### src/rtl/core/rfa_pkg.sv
// Shared types and codes for the rational fraction ALU.
`default_nettype none
package rfa_pkg;

  localparam logic [1:0] CMD_ADD = 2'd0;
  localparam logic [1:0] CMD_SUB = 2'd1;
  localparam logic [1:0] CMD_MUL = 2'd2;
  localparam logic [1:0] CMD_DIV = 2'd3;

  localparam logic [1:0] ST_OK       = 2'd0;
  localparam logic [1:0] ST_ZERO_DEN = 2'd1;
  localparam logic [1:0] ST_BAD_OP   = 2'd2;
  localparam logic [1:0] ST_DIV_ZERO = 2'd3;

  localparam int RES_NUM_W  = 32;
  localparam int RES_DEN_W  = 30;
  localparam int WHOLE_W    = 32;
  localparam int FRAC_NUM_W = 31;

  // classification of one queued word
  typedef struct packed {
    logic [1:0] cmd;
    logic [1:0] status;
    logic       a_neg;
    logic       b_neg;
  } rfa_ctl_t;

endpackage
`default_nettype wire

### src/rtl/core/rfa_front.sv
// Front end: takes operands apart into sign and magnitude and classifies errors.
`default_nettype none
module rfa_front
  import rfa_pkg::*;
#(
  parameter int W = 16
) (
  input  wire logic                start,
  input  wire logic                busy,
  input  wire logic [1:0]          in_cmd,
  input  wire logic signed [W-1:0] in_a_num,
  input  wire logic signed [W-1:0] in_a_den,
  input  wire logic signed [W-1:0] in_b_num,
  input  wire logic signed [W-1:0] in_b_den,
  output logic                     push,
  output rfa_ctl_t                 ctl,
  output logic [4*W-1:0]           mags
);

  logic [W-1:0] an_mag, ad_mag, bn_mag, bd_mag;

  assign an_mag = in_a_num[W-1] ? (~in_a_num + W'(1)) : in_a_num;
  assign ad_mag = in_a_den[W-1] ? (~in_a_den + W'(1)) : in_a_den;
  assign bn_mag = in_b_num[W-1] ? (~in_b_num + W'(1)) : in_b_num;
  assign bd_mag = in_b_den[W-1] ? (~in_b_den + W'(1)) : in_b_den;

  assign push = start && !busy;
  assign mags = {an_mag, ad_mag, bn_mag, bd_mag};

  always_comb begin
    ctl.cmd   = in_cmd;
    ctl.a_neg = (in_a_num[W-1] ^ in_a_den[W-1]) && (an_mag != '0);
    ctl.b_neg = (in_b_num[W-1] ^ in_b_den[W-1]) && (bn_mag != '0);
    if (ad_mag == '0 || bd_mag == '0) begin
      ctl.status = ST_ZERO_DEN;
    end else if (in_cmd == CMD_DIV && bn_mag == '0) begin
      ctl.status = ST_DIV_ZERO;
    end else begin
      ctl.status = ST_OK;
    end
  end

endmodule
`default_nettype wire

### src/rtl/core/rfa_queue.sv
// Two-entry queue between front and back end.
`default_nettype none
module rfa_queue #(
  parameter int DW = 8
) (
  input  wire logic          clk,
  input  wire logic          rst_n,
  input  wire logic          push,
  input  wire logic [DW-1:0] push_data,
  input  wire logic          pop,
  output logic [DW-1:0]      pop_data,
  output logic               full,
  output logic               empty
);

  logic [DW-1:0] mem_r [2];
  logic          wr_ptr_r, rd_ptr_r;
  logic [1:0]    count_r;

  assign full     = (count_r == 2'd2);
  assign empty    = (count_r == 2'd0);
  assign pop_data = mem_r[rd_ptr_r];

  always_ff @(posedge clk) begin
    if (!rst_n) begin
      wr_ptr_r <= 1'b0;
      rd_ptr_r <= 1'b0;
      count_r  <= 2'd0;
    end else begin
      if (push) begin
        wr_ptr_r <= ~wr_ptr_r;
      end
      if (pop) begin
        rd_ptr_r <= ~rd_ptr_r;
      end
      if (push && !pop) begin
        count_r <= count_r + 2'd1;
      end else if (pop && !push) begin
        count_r <= count_r - 2'd1;
      end
    end
  end

  always_ff @(posedge clk) begin
    if (push) begin
      mem_r[wr_ptr_r] <= push_data;
    end
  end

endmodule
`default_nettype wire

### src/rtl/core/rfa_div.sv
// Restoring divider, one quotient bit per cycle.
`default_nettype none
module rfa_div #(
  parameter int N = 33
) (
  input  wire logic         clk,
  input  wire logic         rst_n,
  input  wire logic         start,
  input  wire logic [N-1:0] dividend,
  input  wire logic [N-1:0] divisor,
  output logic              done,
  output logic [N-1:0]      quot,
  output logic [N-1:0]      rem
);

  localparam int CW = $clog2(N + 1);

  logic [N-1:0] q_r, r_r, d_r;
  logic [CW-1:0] cnt_r;
  logic          busy_r, done_r;
  logic [N:0]    shifted;
  logic          fits;

  assign shifted = {r_r, q_r[N-1]};
  assign fits    = (shifted >= {1'b0, d_r});
  assign done    = done_r;
  assign quot    = q_r;
  assign rem     = r_r;

  always_ff @(posedge clk) begin
    if (!rst_n) begin
      busy_r <= 1'b0;
      done_r <= 1'b0;
      cnt_r  <= '0;
    end else begin
      done_r <= 1'b0;
      if (start) begin
        busy_r <= 1'b1;
        cnt_r  <= '0;
      end else if (busy_r) begin
        cnt_r <= cnt_r + CW'(1);
        if (cnt_r == CW'(N - 1)) begin
          busy_r <= 1'b0;
          done_r <= 1'b1;
        end
      end
    end
  end

  always_ff @(posedge clk) begin
    if (start) begin
      q_r <= dividend;
      r_r <= '0;
      d_r <= divisor;
    end else if (busy_r) begin
      q_r <= {q_r[N-2:0], fits};
      r_r <= fits ? N'(shifted - {1'b0, d_r}) : shifted[N-1:0];
    end
  end

endmodule
`default_nettype wire

### src/rtl/core/rfa_back.sv
// Back end: lcm, products, gcd reduction and mixed form, on a shared divider.
`default_nettype none
module rfa_back
  import rfa_pkg::*;
#(
  parameter int W = 16
) (
  input  wire logic           clk,
  input  wire logic           rst_n,
  input  wire logic           q_empty,
  input  wire rfa_ctl_t       q_ctl,
  input  wire logic [4*W-1:0] q_mags,
  output logic                q_pop,
  output logic                out_valid,
  output logic [1:0]          out_status,
  output logic signed [RES_NUM_W-1:0]  out_res_num,
  output logic [RES_DEN_W-1:0]         out_res_den,
  output logic signed [WHOLE_W-1:0]    out_whole_part,
  output logic signed [FRAC_NUM_W-1:0] out_frac_num
);

  localparam int MW = 2 * W + 1;
  localparam int KW = $clog2(MW + 1);
  localparam int EW = (MW > 32) ? MW : 32;

  typedef enum logic [3:0] {
    S_IDLE, S_G0, S_QA, S_QB, S_M1, S_M2, S_M3, S_SUM,
    S_GR, S_RN, S_RD, S_WH, S_DONE
  } state_t;

  state_t        state_r;
  rfa_ctl_t      ctl_r;
  logic [W-1:0]  an_r, ad_r, bn_r, bd_r, qa_r, qb_r;
  logic [2*W-1:0] t1_r, t2_r;
  logic [MW-1:0] num_r, den_r, g_r, wh_r, rem_r;
  logic          num_neg_r;
  logic [MW-1:0] gx_r, gy_r, gx_nxt, gy_nxt, g_val;
  logic [KW-1:0] gk_r, gk_nxt;
  logic          div_start_r;
  logic [MW-1:0] div_n_r, div_d_r, quot, rem;
  logic          div_done;
  logic [W-1:0]  mul_a, mul_b;
  logic [2*W-1:0] prod;
  logic          addsub, t2_neg, sum_neg;
  logic [MW-1:0] sum_mag;
  logic [EW-1:0] num_ext, wh_ext, rem_ext, den_ext;
  logic          out_valid_r;
  logic [1:0]    out_status_r;
  logic [RES_NUM_W-1:0]  out_res_num_r;
  logic [RES_DEN_W-1:0]  out_res_den_r;
  logic [WHOLE_W-1:0]    out_whole_part_r;
  logic [FRAC_NUM_W-1:0] out_frac_num_r;

  rfa_div #(.N(MW)) u_div (
    .clk      (clk),
    .rst_n    (rst_n),
    .start    (div_start_r),
    .dividend (div_n_r),
    .divisor  (div_d_r),
    .done     (div_done),
    .quot     (quot),
    .rem      (rem)
  );

  assign q_pop  = (state_r == S_IDLE) && !q_empty;
  assign addsub = (ctl_r.cmd == CMD_ADD) || (ctl_r.cmd == CMD_SUB);

  // binary gcd step
  assign g_val = gx_r << gk_r;
  always_comb begin
    gx_nxt = gx_r;
    gy_nxt = gy_r;
    gk_nxt = gk_r;
    if (!gx_r[0] && !gy_r[0]) begin
      gx_nxt = gx_r >> 1;
      gy_nxt = gy_r >> 1;
      gk_nxt = gk_r + KW'(1);
    end else if (!gx_r[0]) begin
      gx_nxt = gx_r >> 1;
    end else if (!gy_r[0]) begin
      gy_nxt = gy_r >> 1;
    end else if (gx_r > gy_r) begin
      gx_nxt = gx_r - gy_r;
    end else begin
      gy_nxt = gy_r - gx_r;
    end
  end

  always_comb begin
    mul_a = '0;
    mul_b = '0;
    case (state_r)
      S_M1: begin
        mul_a = an_r;
        mul_b = addsub ? qb_r : ((ctl_r.cmd == CMD_MUL) ? bn_r : bd_r);
      end
      S_M2: begin
        mul_a = addsub ? bn_r : ad_r;
        mul_b = addsub ? qa_r : ((ctl_r.cmd == CMD_MUL) ? bd_r : bn_r);
      end
      S_M3: begin
        mul_a = qa_r;
        mul_b = bd_r;
      end
      default: begin
        mul_a = '0;
        mul_b = '0;
      end
    endcase
  end
  assign prod = mul_a * mul_b;

  // signed-magnitude add of the two scaled numerators
  assign t2_neg = ctl_r.b_neg ^ (ctl_r.cmd == CMD_SUB);
  always_comb begin
    if (ctl_r.a_neg == t2_neg) begin
      sum_mag = MW'(t1_r) + MW'(t2_r);
      sum_neg = ctl_r.a_neg;
    end else if (t1_r >= t2_r) begin
      sum_mag = MW'(t1_r - t2_r);
      sum_neg = ctl_r.a_neg;
    end else begin
      sum_mag = MW'(t2_r - t1_r);
      sum_neg = t2_neg;
    end
  end

  assign num_ext = EW'(num_r);
  assign wh_ext  = EW'(wh_r);
  assign rem_ext = EW'(rem_r);
  assign den_ext = EW'(den_r);

  always_ff @(posedge clk) begin
    if (!rst_n) begin
      state_r     <= S_IDLE;
      div_start_r <= 1'b0;
      out_valid_r <= 1'b0;
    end else begin
      div_start_r <= 1'b0;
      out_valid_r <= 1'b0;
      unique case (state_r)
        S_IDLE: begin
          if (!q_empty) begin
            ctl_r <= q_ctl;
            {an_r, ad_r, bn_r, bd_r} <= q_mags;
            gx_r <= MW'(q_mags[3*W-1:2*W]);
            gy_r <= MW'(q_mags[W-1:0]);
            gk_r <= '0;
            if (q_ctl.status != ST_OK) begin
              num_r     <= '0;
              num_neg_r <= 1'b0;
              den_r     <= '0;
              wh_r      <= '0;
              rem_r     <= '0;
              state_r   <= S_DONE;
            end else if (q_ctl.cmd == CMD_ADD || q_ctl.cmd == CMD_SUB) begin
              state_r <= S_G0;
            end else begin
              state_r <= S_M1;
            end
          end
        end
        S_G0: begin
          if (gx_r == gy_r) begin
            g_r         <= g_val;
            div_n_r     <= MW'(ad_r);
            div_d_r     <= g_val;
            div_start_r <= 1'b1;
            state_r     <= S_QA;
          end else begin
            gx_r <= gx_nxt;
            gy_r <= gy_nxt;
            gk_r <= gk_nxt;
          end
        end
        S_QA: begin
          if (div_done) begin
            qa_r        <= quot[W-1:0];
            div_n_r     <= MW'(bd_r);
            div_d_r     <= g_r;
            div_start_r <= 1'b1;
            state_r     <= S_QB;
          end
        end
        S_QB: begin
          if (div_done) begin
            qb_r    <= quot[W-1:0];
            state_r <= S_M1;
          end
        end
        S_M1: begin
          t1_r      <= prod;
          num_r     <= MW'(prod);
          num_neg_r <= (ctl_r.a_neg ^ ctl_r.b_neg) && (prod != '0);
          state_r   <= S_M2;
        end
        S_M2: begin
          t2_r <= prod;
          if (addsub) begin
            state_r <= S_M3;
          end else if (num_r == '0) begin
            den_r   <= MW'(1);
            wh_r    <= '0;
            rem_r   <= '0;
            state_r <= S_DONE;
          end else begin
            den_r   <= MW'(prod);
            gx_r    <= num_r;
            gy_r    <= MW'(prod);
            gk_r    <= '0;
            state_r <= S_GR;
          end
        end
        S_M3: begin
          den_r   <= MW'(prod);
          state_r <= S_SUM;
        end
        S_SUM: begin
          num_r     <= sum_mag;
          num_neg_r <= sum_neg && (sum_mag != '0);
          if (sum_mag == '0) begin
            den_r   <= MW'(1);
            wh_r    <= '0;
            rem_r   <= '0;
            state_r <= S_DONE;
          end else begin
            gx_r    <= sum_mag;
            gy_r    <= den_r;
            gk_r    <= '0;
            state_r <= S_GR;
          end
        end
        S_GR: begin
          if (gx_r == gy_r) begin
            g_r         <= g_val;
            div_n_r     <= num_r;
            div_d_r     <= g_val;
            div_start_r <= 1'b1;
            state_r     <= S_RN;
          end else begin
            gx_r <= gx_nxt;
            gy_r <= gy_nxt;
            gk_r <= gk_nxt;
          end
        end
        S_RN: begin
          if (div_done) begin
            num_r       <= quot;
            div_n_r     <= den_r;
            div_d_r     <= g_r;
            div_start_r <= 1'b1;
            state_r     <= S_RD;
          end
        end
        S_RD: begin
          if (div_done) begin
            den_r       <= quot;
            div_n_r     <= num_r;
            div_d_r     <= quot;
            div_start_r <= 1'b1;
            state_r     <= S_WH;
          end
        end
        S_WH: begin
          if (div_done) begin
            wh_r    <= quot;
            rem_r   <= rem;
            state_r <= S_DONE;
          end
        end
        S_DONE: begin
          out_valid_r      <= 1'b1;
          out_status_r     <= ctl_r.status;
          out_res_num_r    <= num_neg_r ? RES_NUM_W'(-num_ext) : RES_NUM_W'(num_ext);
          out_res_den_r    <= den_ext[RES_DEN_W-1:0];
          out_whole_part_r <= num_neg_r ? WHOLE_W'(-wh_ext) : WHOLE_W'(wh_ext);
          out_frac_num_r   <= num_neg_r ? FRAC_NUM_W'(-rem_ext) : FRAC_NUM_W'(rem_ext);
          state_r          <= S_IDLE;
        end
        default: state_r <= S_IDLE;
      endcase
    end
  end

  assign out_valid      = out_valid_r;
  assign out_status     = out_status_r;
  assign out_res_num    = out_res_num_r;
  assign out_res_den    = out_res_den_r;
  assign out_whole_part = out_whole_part_r;
  assign out_frac_num   = out_frac_num_r;

endmodule
`default_nettype wire

### src/rtl/core/rational_fraction_alu.sv
// Rational fraction ALU top level.
// Usage:
//   Input: drive in_cmd (add, sub, mul, div) and the two fractions
//   in_a_num/in_a_den, in_b_num/in_b_den; a word is taken on a rising edge
//   with start high and busy low. Up to two words queue ahead of the
//   arithmetic engine; busy is high while that queue is full.
//   Output: each word yields one result, shown for exactly one cycle with
//   out_valid high: status, reduced numerator and positive denominator,
//   truncated whole part and remainder numerator of the mixed form.
//   Errors (zero denominator, divide by zero) go from idle straight to the
//   result state; a zero product or sum skips the gcd reduction and the
//   mixed-form divides.
//   Engine: one shared bit-serial divider of 2*W+1 bits and a binary gcd
//   loop. Multiply and divide take three divides and one gcd loop; add
//   and subtract take five divides and a second gcd loop. One item is
//   processed at a time.
//   Reset: rst_n low empties the queue and idles the engine; no result is
//   shown in the cycle after reset. The receiver cannot stall results.
`default_nettype none
module rational_fraction_alu
  import rfa_pkg::*;
#(
  parameter int OPERAND_WIDTH = 16
) (
  input  wire logic                            clk,
  input  wire logic                            rst_n,
  input  wire logic                            start,
  output logic                                 busy,
  input  wire logic [1:0]                      in_cmd,
  input  wire logic signed [OPERAND_WIDTH-1:0] in_a_num,
  input  wire logic signed [OPERAND_WIDTH-1:0] in_a_den,
  input  wire logic signed [OPERAND_WIDTH-1:0] in_b_num,
  input  wire logic signed [OPERAND_WIDTH-1:0] in_b_den,
  output logic                                 out_valid,
  output logic [1:0]                           out_status,
  output logic signed [RES_NUM_W-1:0]          out_res_num,
  output logic [RES_DEN_W-1:0]                 out_res_den,
  output logic signed [WHOLE_W-1:0]            out_whole_part,
  output logic signed [FRAC_NUM_W-1:0]         out_frac_num
);

  localparam int W  = OPERAND_WIDTH;
  localparam int DW = $bits(rfa_ctl_t) + 4 * W;

  logic           push, pop, q_full, q_empty;
  rfa_ctl_t       f_ctl, q_ctl;
  logic [4*W-1:0] f_mags, q_mags;
  logic [DW-1:0]  q_data;

  assign busy = q_full;

  rfa_front #(.W(W)) u_front (
    .start    (start),
    .busy     (q_full),
    .in_cmd   (in_cmd),
    .in_a_num (in_a_num),
    .in_a_den (in_a_den),
    .in_b_num (in_b_num),
    .in_b_den (in_b_den),
    .push     (push),
    .ctl      (f_ctl),
    .mags     (f_mags)
  );

  rfa_queue #(.DW(DW)) u_queue (
    .clk       (clk),
    .rst_n     (rst_n),
    .push      (push),
    .push_data ({f_ctl, f_mags}),
    .pop       (pop),
    .pop_data  (q_data),
    .full      (q_full),
    .empty     (q_empty)
  );

  assign {q_ctl, q_mags} = q_data;

  rfa_back #(.W(W)) u_back (
    .clk            (clk),
    .rst_n          (rst_n),
    .q_empty        (q_empty),
    .q_ctl          (q_ctl),
    .q_mags         (q_mags),
    .q_pop          (pop),
    .out_valid      (out_valid),
    .out_status     (out_status),
    .out_res_num    (out_res_num),
    .out_res_den    (out_res_den),
    .out_whole_part (out_whole_part),
    .out_frac_num   (out_frac_num)
  );

endmodule
`default_nettype wire

### config.mk
export PLATFORM = sky130hd
export DESIGN_NAME = rational_fraction_alu
export DESIGN_NICKNAME = d
export VERILOG_FILES = /design/src/rtl/core/rfa_pkg.sv /design/src/rtl/core/rfa_front.sv /design/src/rtl/core/rfa_queue.sv /design/src/rtl/core/rfa_div.sv /design/src/rtl/core/rfa_back.sv /design/src/rtl/core/rational_fraction_alu.sv
export SDC_FILE = /design/constraint.sdc
export NUM_CORES = 2
export LEC_CHECK = 0
export BUFFER_PORTS_ARGS = -buffer_cell sky130_fd_sc_hd__buf_2
export CORE_UTILIZATION = 43
export CTS_BUF_LIST = sky130_fd_sc_hd__clkbuf_4 sky130_fd_sc_hd__clkbuf_8
export DETAILED_ROUTE_END_ITERATION = 10
export GPL_TIMING_DRIVEN = 1
export HOLD_SLACK_MARGIN = 0.06
export PLACE_DENSITY_LB_ADDON = 0.05
export SLEW_MARGIN = 10
export SYNTH_ARGS = -nofsm -noshare
export SYNTH_HDL_FRONTEND = slang
export SYNTH_HIERARCHICAL = 1
export SYNTH_SLANG_ARGS = --single-unit
### constraint.sdc
create_clock -name clk -period 18.41 [get_ports clk]
set_clock_uncertainty 0.15 [all_clocks]
set_input_delay 5.523 -clock clk [delete_from_list [all_inputs] [get_ports clk]]
set_output_delay 5.523 -clock clk [all_outputs]
set_load 0.02 [all_outputs]
==> metrics list <==
- For this block, the routed nets add up to 214,300 µm of wire.
- Pre-CTS setup slack: 7.227 ns
- For the pin with the worst max-slew slack, the measured transition is ~1.3 ns.
- In this run the static leakage power is 25.36 nW.
- Delay of the slowest cell on the worst path: between 0.8 and 0.9 ns
* Required time of the worst setup path: 18.91 ns
- Endpoint type of the worst setup path: flop
* CP top delay family: adder cells
* Register area: 25,070 µm²
- Number of antenna violations at the first check in global routing: 16
* Fraction of met1 tracks used by global routing: between 40% and 50%
- Largest cells by area after synthesis: sky130_fd_sc_hd__edfxtp_1, sky130_fd_sc_hd__fa_1, sky130_fd_sc_hd__ha_1
* Unrepaired setup endpoints after global routing: false
* Placer's final routability congestion estimate: roughly 1
- In this run, the number of DRC markers left after iteration 0 of detailed routing was 4,889.
- Final worst path period share: 61.30%
* Number of warning messages in the yosys log: 6
* Die Footprint: 138,000 µm²
* Count of buffering cells on the critical path with inverters included: 7
- DRT antenna net count: 0
- Distinct cell type count of the synthesized netlist: ~110
- The multi-input combinational cells in the finished layout cover a total of between 30,000 and 40,000 µm².
* Number of buffers on the longest clock path: 3
- Entering global routing, the biggest net connects 86 pins.
* Max Cap Viol: 0
- Setup CP Type: flop to flop
- Sum of negative setup slack: 0 ns
* Cell with the most instances after synthesis: sky130_fd_sc_hd__edfxtp_1
- DRC Markers: 0
- The run finished with clean final reports.
* Instance area after placement: 61,550 µm²
* Syn nets: about 6,300
- Fin. max-slew vios: 0
- Worst hold path type: flop to flop
- Via count of the first global-routing pass: 44,697
- DP Cell Count: around 7,500
- After clock tree synthesis, the flow added hold-fix buffers numbering 0.
- Hold is met by 0.2375 ns.
- Highest achievable clock rate: ~89 MHz
- Leading cell types by count after synthesis: sky130_fd_sc_hd__edfxtp_1, sky130_fd_sc_hd__inv_1, sky130_fd_sc_hd__nor2_1
* Startpoint types: flop
- Asr flop ratio synth: 0%
- In this run the core area contains 135 standard-cell rows.
* Layout overhead on the synthesized area: 10.15%
- The first global-routing pass estimated 309,700 µm of wire.
* Worst min-delay path startpoint: u_back/div_d_r[9]$_DFFE_PP_
- Number of enable-type register cells in the synthesized netlist: 800
- Cts repair resizes: 0
- I/O Pins: 198
- Post-layout min period: 11.29 ns
- Arrival time reported for the critical path endpoint: 11.79 ns
- After synthesis the netlist holds a flip-flop and latch count of between 800 and 900.
- The critical path starts at u_back/state_r[0]$_SDFFE_PN0P_.
- The H-tree was split into 4 levels.
- Measured against its own limit, the worst slew margin works out to approximately 14%.
- Global routing met2 resource utilization: 47.21%
- Critical R2R Launch: u_back/state_r[0]$_SDFFE_PN0P_
- Port buffer count: 197
* Worst path slowest cell: sky130_fd_sc_hd__nor2_4
* GRT Util Overall: 30.73%
- The later pin in the worst-skew pair is clocked with a latency of 0.90 ns.
* Most crowded layer after global routing: met2
* Cts bufs inserted: 153
- In this run the register-to-register setup slack is 7.12 ns.
* Total via count after detailed routing: 46,739
* Endpoints failing setup: 0
* Dominant cell type by area after synthesis: sky130_fd_sc_hd__edfxtp_1
- Total power per unit cell area: 150.3 nW/µm²
- In the final design database the tool counted 6,421 nets.
* DRT Pass-1 Iters: 6
- TritonCTS clock tree: yes
- After detailed routing, the average wire length per cell comes to between 20 and 30 µm.
- Synth Instances: 5,692
- Total Power: 9.720 mW
- Setup slack closes at between 7 and 8 ns.
- In this run the worst path has a maximum fanout of between 40 and 50.
* Number of inserted filler cells in the final layout: ~13,000
- Clock-pin slew was measured on the worst setup and hold paths at approximately 0.060 ns.
* Proportion of synthesized chip area in sequential cells: 42.68%
* Root buffer cell: sky130_fd_sc_hd__clkbuf_8
- Final Cell Area: 64,680 µm²
- A synthesized cell averages 10.32 µm².
- In this run the vertical extent of the chip is between 300 and 400 µm.
- In the routed layout, each cell is associated on average with a via count of 6.025.
* Cell area after synthesis: 58,720 µm²
- The floorplan step set the die width to 371.5 µm.
- Clock Sink Count: 852
- In the final layout, the share of cells above drive strength 1 is roughly an eighth.
- Measured on the finished design, the core utilization comes to 47.75%.
* Met3 usage: 5.842%
* Total congestion overflow: 0
* Share of the synthesized area in the top cell type: ~40%
* Flip-flop cell with the highest count after synthesis: sky130_fd_sc_hd__edfxtp_1
- The wire-length estimate of the detail-placed layout is between 150,000 and 200,000 µm.
* Initial Utilization: 43.35%
* Worst IR Drop VDD: 0.0001082 V
- The finished layout holds 7,758 standard cells, fillers aside.
* Number of failing hold endpoints at the final stage: 0
- The region available for standard cell placement spans 135,500 µm².
- Setup Buffers After CTS: 0
## per-layer routing
layer | share of wire (%) | vias to the layer above
met4 | 3.9 | 4
met3 | 7.9 | 377
met2 | 45 | 2076
met5 | 0.013 | -
li1 | - | 21067
met1 | 44 | 23215
## sequential cells by signal, indices dropped and copies added (netlist names), 32 cells and up, named ones only
| name | cells |
|---|---|
| u_back/u_div/d_r | 33 |
| u_back/g_r | 33 |
| u_queue/mem_r | 140 |
| u_back/u_div/rem | 33 |
| u_back/out_whole_part | 32 |
| u_back/den_ext | 33 |
| u_back/gy_r | 33 |
| u_back/t2_r | 32 |
| u_back/div_n_r | 33 |
| u_back/num_ext | 33 |
| u_back/u_div/quot | 33 |
| u_back/wh_ext | 32 |
| u_back/t1_r | 32 |
| u_back/div_d_r | 33 |
| u_back/out_res_num | 32 |
| u_back/gx_r | 33 |
## kinds of logic (layout without fill, tap and decap cells)
kind of cell	after synthesis	after routing	share of synthesized area [%]
multiplexers	234	234	4.739
other	0	7	0
XOR/XNOR	291	291	4.340
AO/OA/AOI/OAI	1398	1398	16.35
adder cells (fa/ha/maj)	511	511	13.44
AND/OR/NAND/NOR	1603	1603	13.01
buffers and inverters	803	1081	5.440
flip-flops	852	852	42.68
## report_power, final
part	internal [mW]	switching, mW	total (mW)
Sequential	2.80	0.572	3.37
Clock	0.973	0.863	1.84
Combinational	1.55	2.96	4.51
## cell usage in the layout, fill, tap and decap left out, types with 36 or more instances in the layout
cell,n
sky130_fd_sc_hd__o21a_1,40
sky130_fd_sc_hd__dfxtp_1,49
sky130_fd_sc_hd__nand2b_1,49
sky130_fd_sc_hd__o211ai_1,43
sky130_fd_sc_hd__nor2b_1,40
sky130_fd_sc_hd__mux2i_1,92
sky130_fd_sc_hd__edfxtp_1,800
sky130_fd_sc_hd__nand2_1,476
sky130_fd_sc_hd__clkbuf_8,156
sky130_fd_sc_hd__xnor2_1,233
sky130_fd_sc_hd__a221oi_1,57
sky130_fd_sc_hd__nand4_1,53
sky130_fd_sc_hd__nor4_1,39
sky130_fd_sc_hd__mux2_2,118
sky130_fd_sc_hd__and2_1,82
sky130_fd_sc_hd__or4_1,37
sky130_fd_sc_hd__xor2_1,56
sky130_fd_sc_hd__ha_1,311
sky130_fd_sc_hd__a221o_1,43
sky130_fd_sc_hd__o31ai_1,56
sky130_fd_sc_hd__nor2_1,480
sky130_fd_sc_hd__a22o_1,40
sky130_fd_sc_hd__a31oi_1,51
sky130_fd_sc_hd__or3_1,43
sky130_fd_sc_hd__buf_2,197
sky130_fd_sc_hd__nor3_1,83
sky130_fd_sc_hd__a211oi_1,76
sky130_fd_sc_hd__buf_4,98
sky130_fd_sc_hd__a21oi_1,289
sky130_fd_sc_hd__clkinv_1,48
sky130_fd_sc_hd__a222oi_1,36
sky130_fd_sc_hd__a22oi_1,58
sky130_fd_sc_hd__a21o_1,91
sky130_fd_sc_hd__fa_1,200
sky130_fd_sc_hd__nand3_1,86
sky130_fd_sc_hd__o21ai_0,286
sky130_fd_sc_hd__inv_1,497
## final cells by class
cell class | instances | area share, %
Inverter | 501 | 2.907
Sequential cell | 852 | 38.76
Clock buffer | 191 | 3.726
Antenna cell | 7 | 0.02708
Clock inverter | 93 | 1.068
Multi-Input combinational cell | 4037 | 47.39
Timing Repair Buffer | 296 | 2.679
Tap cell | 1781 | 3.445
## final timing paths
path,cells after the start,to
setup / recovery,32,u_back/num_neg_r$_DFFE_PP_
hold reg to reg,0,u_back/u_div/d_r[9]$_DFFE_PP_
hold / removal,0,u_back/u_div/d_r[9]$_DFFE_PP_
setup reg to reg,32,u_back/num_neg_r$_DFFE_PP_
Note: power is estimated with default switching activity, not from simulation.
